## config.mk

```make
export PLATFORM = sky130hd
export DESIGN_NAME = record_id_state_table_top
export DESIGN_NICKNAME = d
export VERILOG_FILES = /design/src/hw/rtl/rids_pkg.sv /design/src/hw/rtl/rids_mem.sv /design/src/hw/rtl/rids_seq.sv /design/src/hw/rtl/record_id_state_table_top.sv
export SDC_FILE = /design/constraint.sdc
export NUM_CORES = 2
export LEC_CHECK = 0
export BUFFER_PORTS_ARGS = -buffer_cell sky130_fd_sc_hd__buf_2
export CORE_ASPECT_RATIO = 2
export CORE_MARGIN = 5
export CORE_UTILIZATION = 35
export DETAILED_ROUTE_END_ITERATION = 16
export PLACE_DENSITY = 0.46
export SYNTH_ARGS = -nofsm -noshare
export SYNTH_HDL_FRONTEND = slang
export SYNTH_SLANG_ARGS = --single-unit
```

## constraint.sdc

```tcl
create_clock -name clk -period 8.3 [get_ports clk]
set_input_delay 0 -clock clk [delete_from_list [all_inputs] [get_ports clk]]
set_output_delay 0 -clock clk [all_outputs]
set_load 0.05 [all_outputs]
```

## src/hw/rtl/rids_pkg.sv

```systemverilog
`default_nettype none
package rids_pkg;

	// Operation codes of an input word
	typedef enum logic [1:0] {
		OP_CLEAR  = 2'd0,
		OP_INSERT = 2'd1,
		OP_LOOKUP = 2'd2,
		OP_NEW_ID = 2'd3
	} op_t;

	// One accepted input word
	typedef struct packed {
		op_t         op;
		logic [15:0] slot_index;
		logic [31:0] record_id;
		logic        dirty;
		logic [7:0]  rec_type;
	} item_t;

	// One stored table entry
	typedef struct packed {
		logic [7:0]  rec_type;
		logic        dirty;
		logic [31:0] record_id;
		logic [15:0] key;
	} entry_t;

	// One result word
	typedef struct packed {
		logic        found;
		logic [15:0] found_index;
		logic [31:0] new_id;
		logic        status;
	} res_t;

	localparam logic [31:0] FIRST_ID = 32'd1;

endpackage
`default_nettype wire

```

## src/hw/rtl/rids_mem.sv

```systemverilog
`default_nettype none
module rids_mem #(
	parameter int ENTRIES = 64
) (
	input  wire                          clk,
	input  wire                          we,
	input  wire  [$clog2(ENTRIES)-1:0]   waddr,
	input  rids_pkg::entry_t             wdata,
	input  wire                          re,
	input  wire  [$clog2(ENTRIES)-1:0]   raddr,
	output rids_pkg::entry_t             rdata
);

	rids_pkg::entry_t mem [ENTRIES];

	// Write one entry, read one entry with registered data
	always_ff @(posedge clk) begin
		if (we) begin
			mem[waddr] <= wdata;
		end
		if (re) begin
			rdata <= mem[raddr];
		end
	end

endmodule
`default_nettype wire

```

## src/hw/rtl/rids_seq.sv

```systemverilog
`default_nettype none
module rids_seq #(
	parameter int ENTRIES = 64
) (
	input  wire                             clk,
	input  wire                             arst_n,
	input  wire                             start,
	input  rids_pkg::item_t                 item,
	output logic                            busy,
	output logic                            res_valid,
	input  wire                             res_take,
	output rids_pkg::res_t                  res,
	output logic [$clog2(ENTRIES+1)-1:0]    fill
);

	localparam int AW = $clog2(ENTRIES);
	localparam int CW = $clog2(ENTRIES + 1);

	typedef enum logic [1:0] {
		ST_IDLE,
		ST_SCAN,
		ST_WRITE,
		ST_DONE
	} state_t;

	state_t           state_q;
	rids_pkg::item_t  item_q;
	rids_pkg::res_t   res_q;
	logic [CW-1:0]    count_q;
	logic [31:0]      last_id_q;
	logic [31:0]      cand_q;
	logic [AW-1:0]    addr_q;
	logic [CW-1:0]    issued_q;
	logic [CW-1:0]    run_q;
	logic             hit_q;
	logic [15:0]      best_q;
	logic [AW-1:0]    slot_q;
	logic             new_slot_q;
	logic             rvalid_s1;
	logic [AW-1:0]    ridx_s1;

	logic             rd_en;
	logic             wr_en;
	rids_pkg::entry_t wdata;
	rids_pkg::entry_t rec;
	logic [AW-1:0]    last_idx;
	logic [AW-1:0]    next_addr;
	logic [CW-1:0]    run_inc;
	logic             is_last;
	logic             key_hit;
	logic             id_hit;
	logic             cand_hit;
	logic             better;
	logic             full;

	rids_mem #(
		.ENTRIES(ENTRIES)
	) u_mem (
		.clk   (clk),
		.we    (wr_en),
		.waddr (slot_q),
		.wdata (wdata),
		.re    (rd_en),
		.raddr (addr_q),
		.rdata (rec)
	);

	// Issue reads: linear over filled entries, circular for new id search
	always_comb begin
		last_idx  = AW'(count_q - CW'(1));
		next_addr = (addr_q == last_idx) ? '0 : AW'(addr_q + AW'(1));
		rd_en     = (state_q == ST_SCAN) &&
			((item_q.op == rids_pkg::OP_NEW_ID) || (issued_q < count_q));
		run_inc   = CW'(run_q + CW'(1));
		full      = (count_q == CW'(ENTRIES));
	end

	// Compare returned entry against the held word
	always_comb begin
		is_last  = (ridx_s1 == last_idx);
		key_hit  = (rec.key == item_q.slot_index);
		id_hit   = (rec.record_id == item_q.record_id);
		cand_hit = (rec.record_id == cand_q);
		better   = id_hit && (!hit_q || (rec.key < best_q));
	end

	// Build write-back entry
	always_comb begin
		wr_en          = (state_q == ST_WRITE);
		wdata.rec_type = item_q.rec_type;
		wdata.dirty    = item_q.dirty;
		wdata.record_id = item_q.record_id;
		wdata.key      = item_q.slot_index;
	end

	// Sequencer
	always_ff @(posedge clk or negedge arst_n) begin
		if (!arst_n) begin
			state_q    <= ST_IDLE;
			item_q     <= '0;
			res_q      <= '0;
			count_q    <= '0;
			last_id_q  <= rids_pkg::FIRST_ID;
			cand_q     <= '0;
			addr_q     <= '0;
			issued_q   <= '0;
			run_q      <= '0;
			hit_q      <= 1'b0;
			best_q     <= '0;
			slot_q     <= '0;
			new_slot_q <= 1'b0;
			rvalid_s1  <= 1'b0;
			ridx_s1    <= '0;
		end else begin
			rvalid_s1 <= rd_en;
			ridx_s1   <= addr_q;
			unique case (state_q)
				ST_IDLE: begin
					if (start) begin
						item_q   <= item;
						hit_q    <= 1'b0;
						best_q   <= '0;
						run_q    <= '0;
						addr_q   <= '0;
						issued_q <= '0;
						cand_q   <= last_id_q + 32'd1;
						unique case (item.op)
							rids_pkg::OP_CLEAR: begin
								res_q     <= '0;
								count_q   <= '0;
								last_id_q <= rids_pkg::FIRST_ID;
								state_q   <= ST_DONE;
							end
							rids_pkg::OP_INSERT: begin
								res_q <= '0;
								if (count_q == '0) begin
									slot_q     <= '0;
									new_slot_q <= 1'b1;
									state_q    <= ST_WRITE;
								end else begin
									state_q <= ST_SCAN;
								end
							end
							rids_pkg::OP_LOOKUP: begin
								res_q   <= '0;
								state_q <= (count_q == '0) ? ST_DONE : ST_SCAN;
							end
							rids_pkg::OP_NEW_ID: begin
								if (count_q == '0) begin
									last_id_q <= last_id_q + 32'd1;
									res_q     <= '{found: 1'b0, found_index: 16'd0,
										new_id: last_id_q + 32'd1, status: 1'b0};
									state_q   <= ST_DONE;
								end else begin
									res_q   <= '0;
									state_q <= ST_SCAN;
								end
							end
							default: begin
								res_q   <= '0;
								state_q <= ST_DONE;
							end
						endcase
					end
				end
				ST_SCAN: begin
					if (rd_en) begin
						addr_q   <= next_addr;
						issued_q <= CW'(issued_q + CW'(1));
					end
					if (rvalid_s1) begin
						case (item_q.op)
							rids_pkg::OP_INSERT: begin
								if (key_hit) begin
									slot_q     <= ridx_s1;
									new_slot_q <= 1'b0;
									state_q    <= ST_WRITE;
								end else if (is_last) begin
									if (full) begin
										res_q.status <= 1'b1;
										state_q      <= ST_DONE;
									end else begin
										slot_q     <= count_q[AW-1:0];
										new_slot_q <= 1'b1;
										state_q    <= ST_WRITE;
									end
								end
							end
							rids_pkg::OP_LOOKUP: begin
								if (better) begin
									best_q <= rec.key;
									hit_q  <= 1'b1;
								end
								if (is_last) begin
									res_q.found       <= hit_q || id_hit;
									res_q.found_index <= better ? rec.key : best_q;
									state_q           <= ST_DONE;
								end
							end
							rids_pkg::OP_NEW_ID: begin
								// Advance candidate on a hit; accept after a full clean lap
								if (cand_hit) begin
									cand_q <= cand_q + 32'd1;
									run_q  <= '0;
								end else if (run_inc == count_q) begin
									last_id_q    <= cand_q;
									res_q.new_id <= cand_q;
									state_q      <= ST_DONE;
								end else begin
									run_q <= run_inc;
								end
							end
							default: state_q <= ST_DONE;
						endcase
					end
				end
				ST_WRITE: begin
					if (new_slot_q) begin
						count_q <= CW'(count_q + CW'(1));
					end
					state_q <= ST_DONE;
				end
				ST_DONE: begin
					if (res_take) begin
						state_q <= ST_IDLE;
					end
				end
				default: state_q <= ST_IDLE;
			endcase
		end
	end

	assign busy      = (state_q != ST_IDLE);
	assign res_valid = (state_q == ST_DONE);
	assign res       = res_q;
	assign fill      = count_q;

endmodule
`default_nettype wire

```

## src/hw/rtl/record_id_state_table_top.sv

```systemverilog
// Record id state table.
// Input channel (in_valid/in_ready) takes one word: op, slot_index, record_id,
// dirty, rec_type. Output channel (out_valid/out_ready) returns exactly one
// word per input: found, found_index, new_id, status.
// Entries live in one single-port-read memory with registered read data;
// the sequencer walks the filled entries one read per cycle.
// A lookup scans all filled entries; an insert scans until a key match or
// the last entry; a new id search laps the filled entries until one full
// lap finds no entry holding the candidate, moving to the next candidate
// on each hit. When the table is empty no scan is run.
// One word is worked on at a time.
// An output register holds a finished result, so the next word is taken
// while the receiver stalls; the sequencer waits only if it finishes again
// before the held result is taken.
// Reset empties the table at once (fill count to zero) and sets the last
// issued id to 1; no clearing pass is run.
`default_nettype none
module record_id_state_table_top #(
	parameter int ENTRIES = 64
) (
	input  wire         clk,
	input  wire         arst_n,
	input  wire         in_valid,
	output logic        in_ready,
	input  wire  [1:0]  op,
	input  wire  [15:0] slot_index,
	input  wire  [31:0] record_id,
	input  wire         dirty,
	input  wire  [7:0]  rec_type,
	output logic        out_valid,
	input  wire         out_ready,
	output logic        found,
	output logic [15:0] found_index,
	output logic [31:0] new_id,
	output logic        status
);

	localparam int CW = $clog2(ENTRIES + 1);

	rids_pkg::item_t item;
	rids_pkg::res_t  seq_res;
	rids_pkg::res_t  out_q;
	logic            out_valid_q;
	logic            seq_busy;
	logic            seq_res_valid;
	logic            res_take;
	logic            start;
	logic [CW-1:0]   fill;

	// Gather input word
	always_comb begin
		item.op         = rids_pkg::op_t'(op);
		item.slot_index = slot_index;
		item.record_id  = record_id;
		item.dirty      = dirty;
		item.rec_type   = rec_type;
	end

	assign in_ready = !seq_busy;
	assign start    = in_valid && in_ready;
	assign res_take = !out_valid_q || out_ready;

	rids_seq #(
		.ENTRIES(ENTRIES)
	) u_seq (
		.clk       (clk),
		.arst_n    (arst_n),
		.start     (start),
		.item      (item),
		.busy      (seq_busy),
		.res_valid (seq_res_valid),
		.res_take  (res_take),
		.res       (seq_res),
		.fill      (fill)
	);

	// Hold result word until taken
	always_ff @(posedge clk or negedge arst_n) begin
		if (!arst_n) begin
			out_valid_q <= 1'b0;
			out_q       <= '0;
		end else if (seq_res_valid && res_take) begin
			out_valid_q <= 1'b1;
			out_q       <= seq_res;
		end else if (out_ready) begin
			out_valid_q <= 1'b0;
		end
	end

	assign out_valid   = out_valid_q;
	assign found       = out_q.found;
	assign found_index = out_q.found_index;
	assign new_id      = out_q.new_id;
	assign status      = out_q.status;

	// Fill count never passes the table size
	a_fill_bound: assert property (@(posedge clk) disable iff (!arst_n)
		fill <= CW'(ENTRIES))
		else $error("fill count above table size");

	// A dropped insert only happens on a full table
	a_drop_full: assert property (@(posedge clk) disable iff (!arst_n)
		seq_res_valid && seq_res.status |-> fill == CW'(ENTRIES))
		else $error("insert dropped while table not full");

	// Accepting a word makes the sequencer busy
	a_busy_after_start: assert property (@(posedge clk) disable iff (!arst_n)
		start |=> !in_ready)
		else $error("input ready right after accept");

	// A result not yet taken holds its value
	a_res_hold: assert property (@(posedge clk) disable iff (!arst_n)
		seq_res_valid && !res_take |=> seq_res_valid && $stable(seq_res))
		else $error("pending result changed");

endmodule
`default_nettype wire
```

Yosys cells after proc, flatten, opt, wreduce, memory -nomap -nowiden
Memory sizes are Yosys's and may differ from the RTL's. A register that Yosys moved wholly into a read port is not among the register bits.
Index checks and enable logic that the tools add are counted.

word-level totals
  flip-flop bits (word level) = 284
  memory bits (writable) = 3648
  output and inout bits = 52
  logic and storage cells = 199
  memories = 1

operators by class
  add/sub/neg operators = 7
  order comparisons = 2
  equal/unequal tests = 43
  muxes and demuxes = 86
  reduce and logical (&&, ||, !) cells = 33

memory list
  memory           depth  width  rd ports  clocked after Yosys merged registers in  write ports  RTL line        RTL
  u_seq.u_mem.mem  64     57     1         1                                        1            rids_mem.sv:14  rids_pkg::entry_t mem [ENTRIES];

operator list
  cell                   number
  $mux 32                10
  $pmux 50 s2            2
  $pmux 32 s2            3
  $mux 50                2
  $mux 6                 11
  $add 32x1->32 const B  2
  $eq 32x32->1           2
  $mux 16                4
  $mux 7                 9
  $pmux 7 s2             3
  $mux 17                2
  $mux 33                1
  $pmux 16 s2            1
  $pmux 6 s2             2
  $add 7x1->7 const B    3
  $mux 1                 21
  $mux 2                 10
  $reduce_and 5->1       4
  $ne 2x1->1 const B     9
  $ne 2x2->1 const B     9
  $eq 16x16->1           1
  $lt 16x16->1           1
  $reduce_and 8->1       2
  $reduce_and 7->1       2
  other kinds (27)       55

Depth between registers and ports, before layout
  word-level depth = 8
  depth in mapped cells = 13
  gate-level depth less buffers = 10

Cells and area by module
Synthesis repeated with hierarchy kept, for this count alone.

second synthesis, totals
  cells, all modules = 7363
  area total of the unflattened synthesis = 155435.3 µm²

modules (own cells, without submodules)
  module                     instances  cells each  area an instance (µm²)  seq. area each (µm²)
  rids_mem                   1          5844        139983.0                111256.7
  rids_seq                   1          1408        13327.8                 5831.8
  record_id_state_table_top  1          111         2124.5                  1276.2

Least setup slack after synthesis
No wires, ideal clock.

  path type = register to register
  start point = reg u_seq.state_q[0]
  end point = mem u_seq.u_mem.mem[36][0] (netlist bit) (enable)
  setup time = 0.513 ns
  arrival = 4.363 ns
  path slack = 3.424 ns
  stages on the path, launching flop included = 6
  buffers on the path = 1
  clock period less this slack = 4.876 ns
  path through = dfrtp_1 -> inv_1 -> ha_1 -> clkbuf_1 -> nand4_1 -> nor3_1

between the ends
  word-level cells in the longest chain between the ends = 3

RTL lines
  element                       RTL line         RTL
  start, declared               rids_seq.sv:26   state_t state_q;
  start signal, assigned        rids_seq.sv:146  state_q <= (count_q == '0) ? ST_DONE : ST_SCAN;
  $eq 2x2->1                    rids_seq.sv:89   wr_en = (state_q == ST_WRITE);
  $mux 1                        rids_mem.sv:18   if (we) begin
  $mux 1 (not written as such)  rids_mem.sv:19   mem[waddr] <= wdata;
  end, declared                 rids_mem.sv:14

No other way between the ends.

Worst setup path after layout
  start point = reg u_seq.item_q[19] (netlist bit)
  end point = reg u_seq.best_q[13]

between the ends
  word-level cells in the longest chain between the ends = 6

RTL lines
  element                 RTL line         RTL
  start, declared         rids_seq.sv:27   rids_pkg::item_t item_q;
  start signal, assigned  rids_seq.sv:120  item_q <= item;
  $eq 32x32->1            rids_seq.sv:82   id_hit = (rec.record_id == item_q.record_id);
  $logic_and 1x1->1       rids_seq.sv:84   better = id_hit && (!hit_q || (rec.key < best_q));
  $mux 16 (3 in a row)    n/a
  $pmux 16 s2             n/a
  end signal, assigned    rids_seq.sv:191  best_q <= rec.key;
  end, declared           rids_seq.sv:36   logic [15:0] best_q;

No other way between the ends. The select of a mux whose other input is x is not followed.
A chain may end at the register's enable or synchronous reset.

==> out/qor.txt <==
Tightest Hold Check Type = in2reg
post-synth top area share = 70.30%
Syn-to-layout area delta = 13.99%
DR pass1 iterations = 6
RSZ-0062 raised after global routing = false
total core area = 379600 µm²
fmax = 196.7 MHz
routed vias = 68550
FFs w/ async S/R, synth = 8.100%
post-route setup TNS = 0 ns
CTS buffer count = 308
Cell Area, Synth = 133300 µm²
worst rel slew slack = 16.77%
Final Instance Area = 151900 µm²
Port-buffer cells = 105
fin nets = 7035
pre-CTS setup slack = 3.120 ns
Worst Tran Pin Value = 1.248 ns
startpoint types = register
io pins = 115
Crit. End Element = register
most frequent cell after synthesis = edfxtp_1
Die Wd = 446.3 µm
Slew Limit Fails = 0
Max Clock Skew = 0.05633 ns
post-synth cell types = 73
DRC = 0
setup ws final = 3.216 ns
Crit Reg-Reg Startpoint = u_seq.item_q[19]$_DFFE_PN0P_
per-cell routed wire length = 36.36 µm
H-tree levels = 5
Critical Path RT = 9.11 ns
Cell Pwr Density = 326.9 nW/µm²
VDD IR max = 0.2127 mV
YS warnings = 0
Root Driver = clkbuf_16
dominant cells by area after synthesis = edfxtp_1 (70%), mux4_2 (13%), dfrtp_1 (5.1%)
GPL Wtd Cong = 0.8082
Rows = 320
Setup CP Type = reg2reg
Worst Path Arrival = 5.90 ns
total setup buffers inserted after CTS = 0
Cells after Synth = 6580
vias in the first global route = 71310
drt via density = 5.602
clock slew at reported path FFs = 0.07 ns
initial antenna violation count = 27
Starting Density = 35.11%
Pleak = 47.17 nW
Primary FF master, synth = edfxtp_1
Synth area leader = edfxtp_1
CP max FO = 66
grt ovf = 0
largest net degree at the start of global routing = 135
CTS tree = built
Hold Vio Cnt, Final = 0
Die H = 882.6 µm
DRT antenna net count = 0
period utilization = 61.26%
EDFF count, synth = 3120
hold path start = record_id[12]
first-pass GRT wire length = 606.2 mm
Final Critical Period = 5.084 ns
synthesized area per cell = 20.25 µm²
Critical Path Start = u_seq.item_q[19]$_DFFE_PN0P_
post_cts resized = 0
CTS Sinks = 3395
DP Area = 141100 µm²
Max clock buf depth = 4
Final setup viols = 0
worst skew pair latency = 0.90 ns
post-synthesis register bit count = 3395
total wire length = 445.0 mm
sequential share of the synthesized area = 75.47%
drt first-iter violations = 6782
share of cells above drive strength 1 = 24.52%
Synth top cells by count = edfxtp_1 (3120), mux4_2 (744), mux2i_1 (335)
overall routing resource usage = 22.29%
DP HPWL = 256.9 mm
Max-Cap Viols = 0
Post-Syn Nets = 6675
status = finished, final reports clean
Die ar. = 393900 µm²
==> what timing repair did <==
action / in CTS / in global routing
endpoints found under the hold margin: 339 / 0
hold buffers: 111 / 0
endpoints found under the setup margin: 0 / 0
==> logic make-up (layout without fill, tap and decap cells) <==
kind of cell	Yosys count	after routing	synth area share (%)
buf+inv	428	1023	1.350
fa+ha+maj	32	32	0.3004
compound gates	728	728	3.673
mux	1188	1188	16.01
flops	3395	3395	75.47
simple gates	672	672	2.275
other cells	0	72	0
xor+xnor	137	137	0.9220
==> routing by layer <==
metal	GRT usage, %	up-vias	wire length [µm]
met3	2.260	575	17900
met4	7.557	0	16850
met1	25.41	37920	160500
met5	0	-	0
met2	43.13	2051	249800
li1	-	28000	-
==> final cells by class <==
| cell class | count | area, µm² |
|---|---|---|
| Sequential cell | 3395 | 100700 |
| Timing Repair Buffer | 440 | 3721 |
| Fill cell | 33890 | 227700 |
| Clock buffer | 400 | 8234 |
| Clock inverter | 145 | 1274 |
| Inverter | 38 | 155.1 |
| Antenna cell | 72 | 180.2 |
| Tap cell | 4991 | 6245 |
| Multi-Input combinational cell | 2757 | 31440 |
==> flip-flops by register name, summed over array words and instances, names as in the netlist, 16 cells and up <==
name               flops
u_seq.cand_q          32
u_seq.res             50
u_seq.best_q          16
u_seq.item_q          50
u_seq.last_id_q       32
new_id                32
found_index           16
u_seq.u_mem.mem     3072
u_seq.u_mem.rdata     48
==> critical path, stage by stage, from the launching register on <==
cell     delay, ns
dfrtp_2       1.09
xor2_1        0.28
nor4_1        0.55
nand4_1       0.21
nor2_1        0.71
nand2_1       0.21
a31oi_4       0.92
and2_1        0.66
a32o_1        0.26
==> cell usage in the layout, fill, tap and decap left out, drive strengths merged, types with 108 or more instances in the layout <==
| cell type | Yosys | routed |
|---|---|---|
| nand2 | 215 | 215 |
| buf | 156 | 330 |
| clkbuf | 234 | 400 |
| edfxtp | 3120 | 3120 |
| mux4 | 744 | 744 |
| o21ai | 108 | 108 |
| o221ai | 149 | 149 |
| mux2 | 109 | 109 |
| dfrtp | 274 | 274 |
| mux2i | 335 | 335 |
| nor2 | 238 | 238 |
| dlygate4sd3 | 0 | 110 |
| a21oi | 193 | 193 |
==> path summary, 6_finish.rpt <==
path,to,slack [ns],cells past startpoint
hold reg to reg,u_seq.res[36]$_DFFE_PN0P_,0.48,2
max in group asynchronous,u_seq.item_q[29]$_DFFE_PN0P_,7.05,4
setup reg to reg,u_seq.best_q[13]$_DFFE_PN0P_,3.22,8
setup / recovery,u_seq.best_q[13]$_DFFE_PN0P_,3.22,8
min in group asynchronous,found_index[6]$_DFFE_PN0P_,0.36,4
hold / removal,u_seq.item_q[21]$_DFFE_PN0P_,0.05,3
==> per-stage QoR <==
step / total power (W) / hold WS (ns) / std cells / utilization (%)
final: 0.04966 / 0.05236 / 12240 / 40.02
after global routing: 0.05153 / 0.02851 / 12240 / 40.02
after CTS: 0.05022 / 0.005711 / 12170 / 39.97
after detailed placement: 0.03598 / 0.1078 / 11510 / 37.17
after global placement: 0.03568 / 0.1090 / 11510 / 37.17
after floorplan: 0.03106 / -0.2956 / 6580 / -
==> power breakdown <==
group          internal, W  switching (W)  leakage [nW]  total [W]
Sequential          0.0221        0.00181          31.5     0.0239
Clock              0.00768        0.00647          4.64     0.0141
Combinational      0.00434        0.00724          11.0     0.0116
Note: power is estimated with default switching activity, not from simulation.
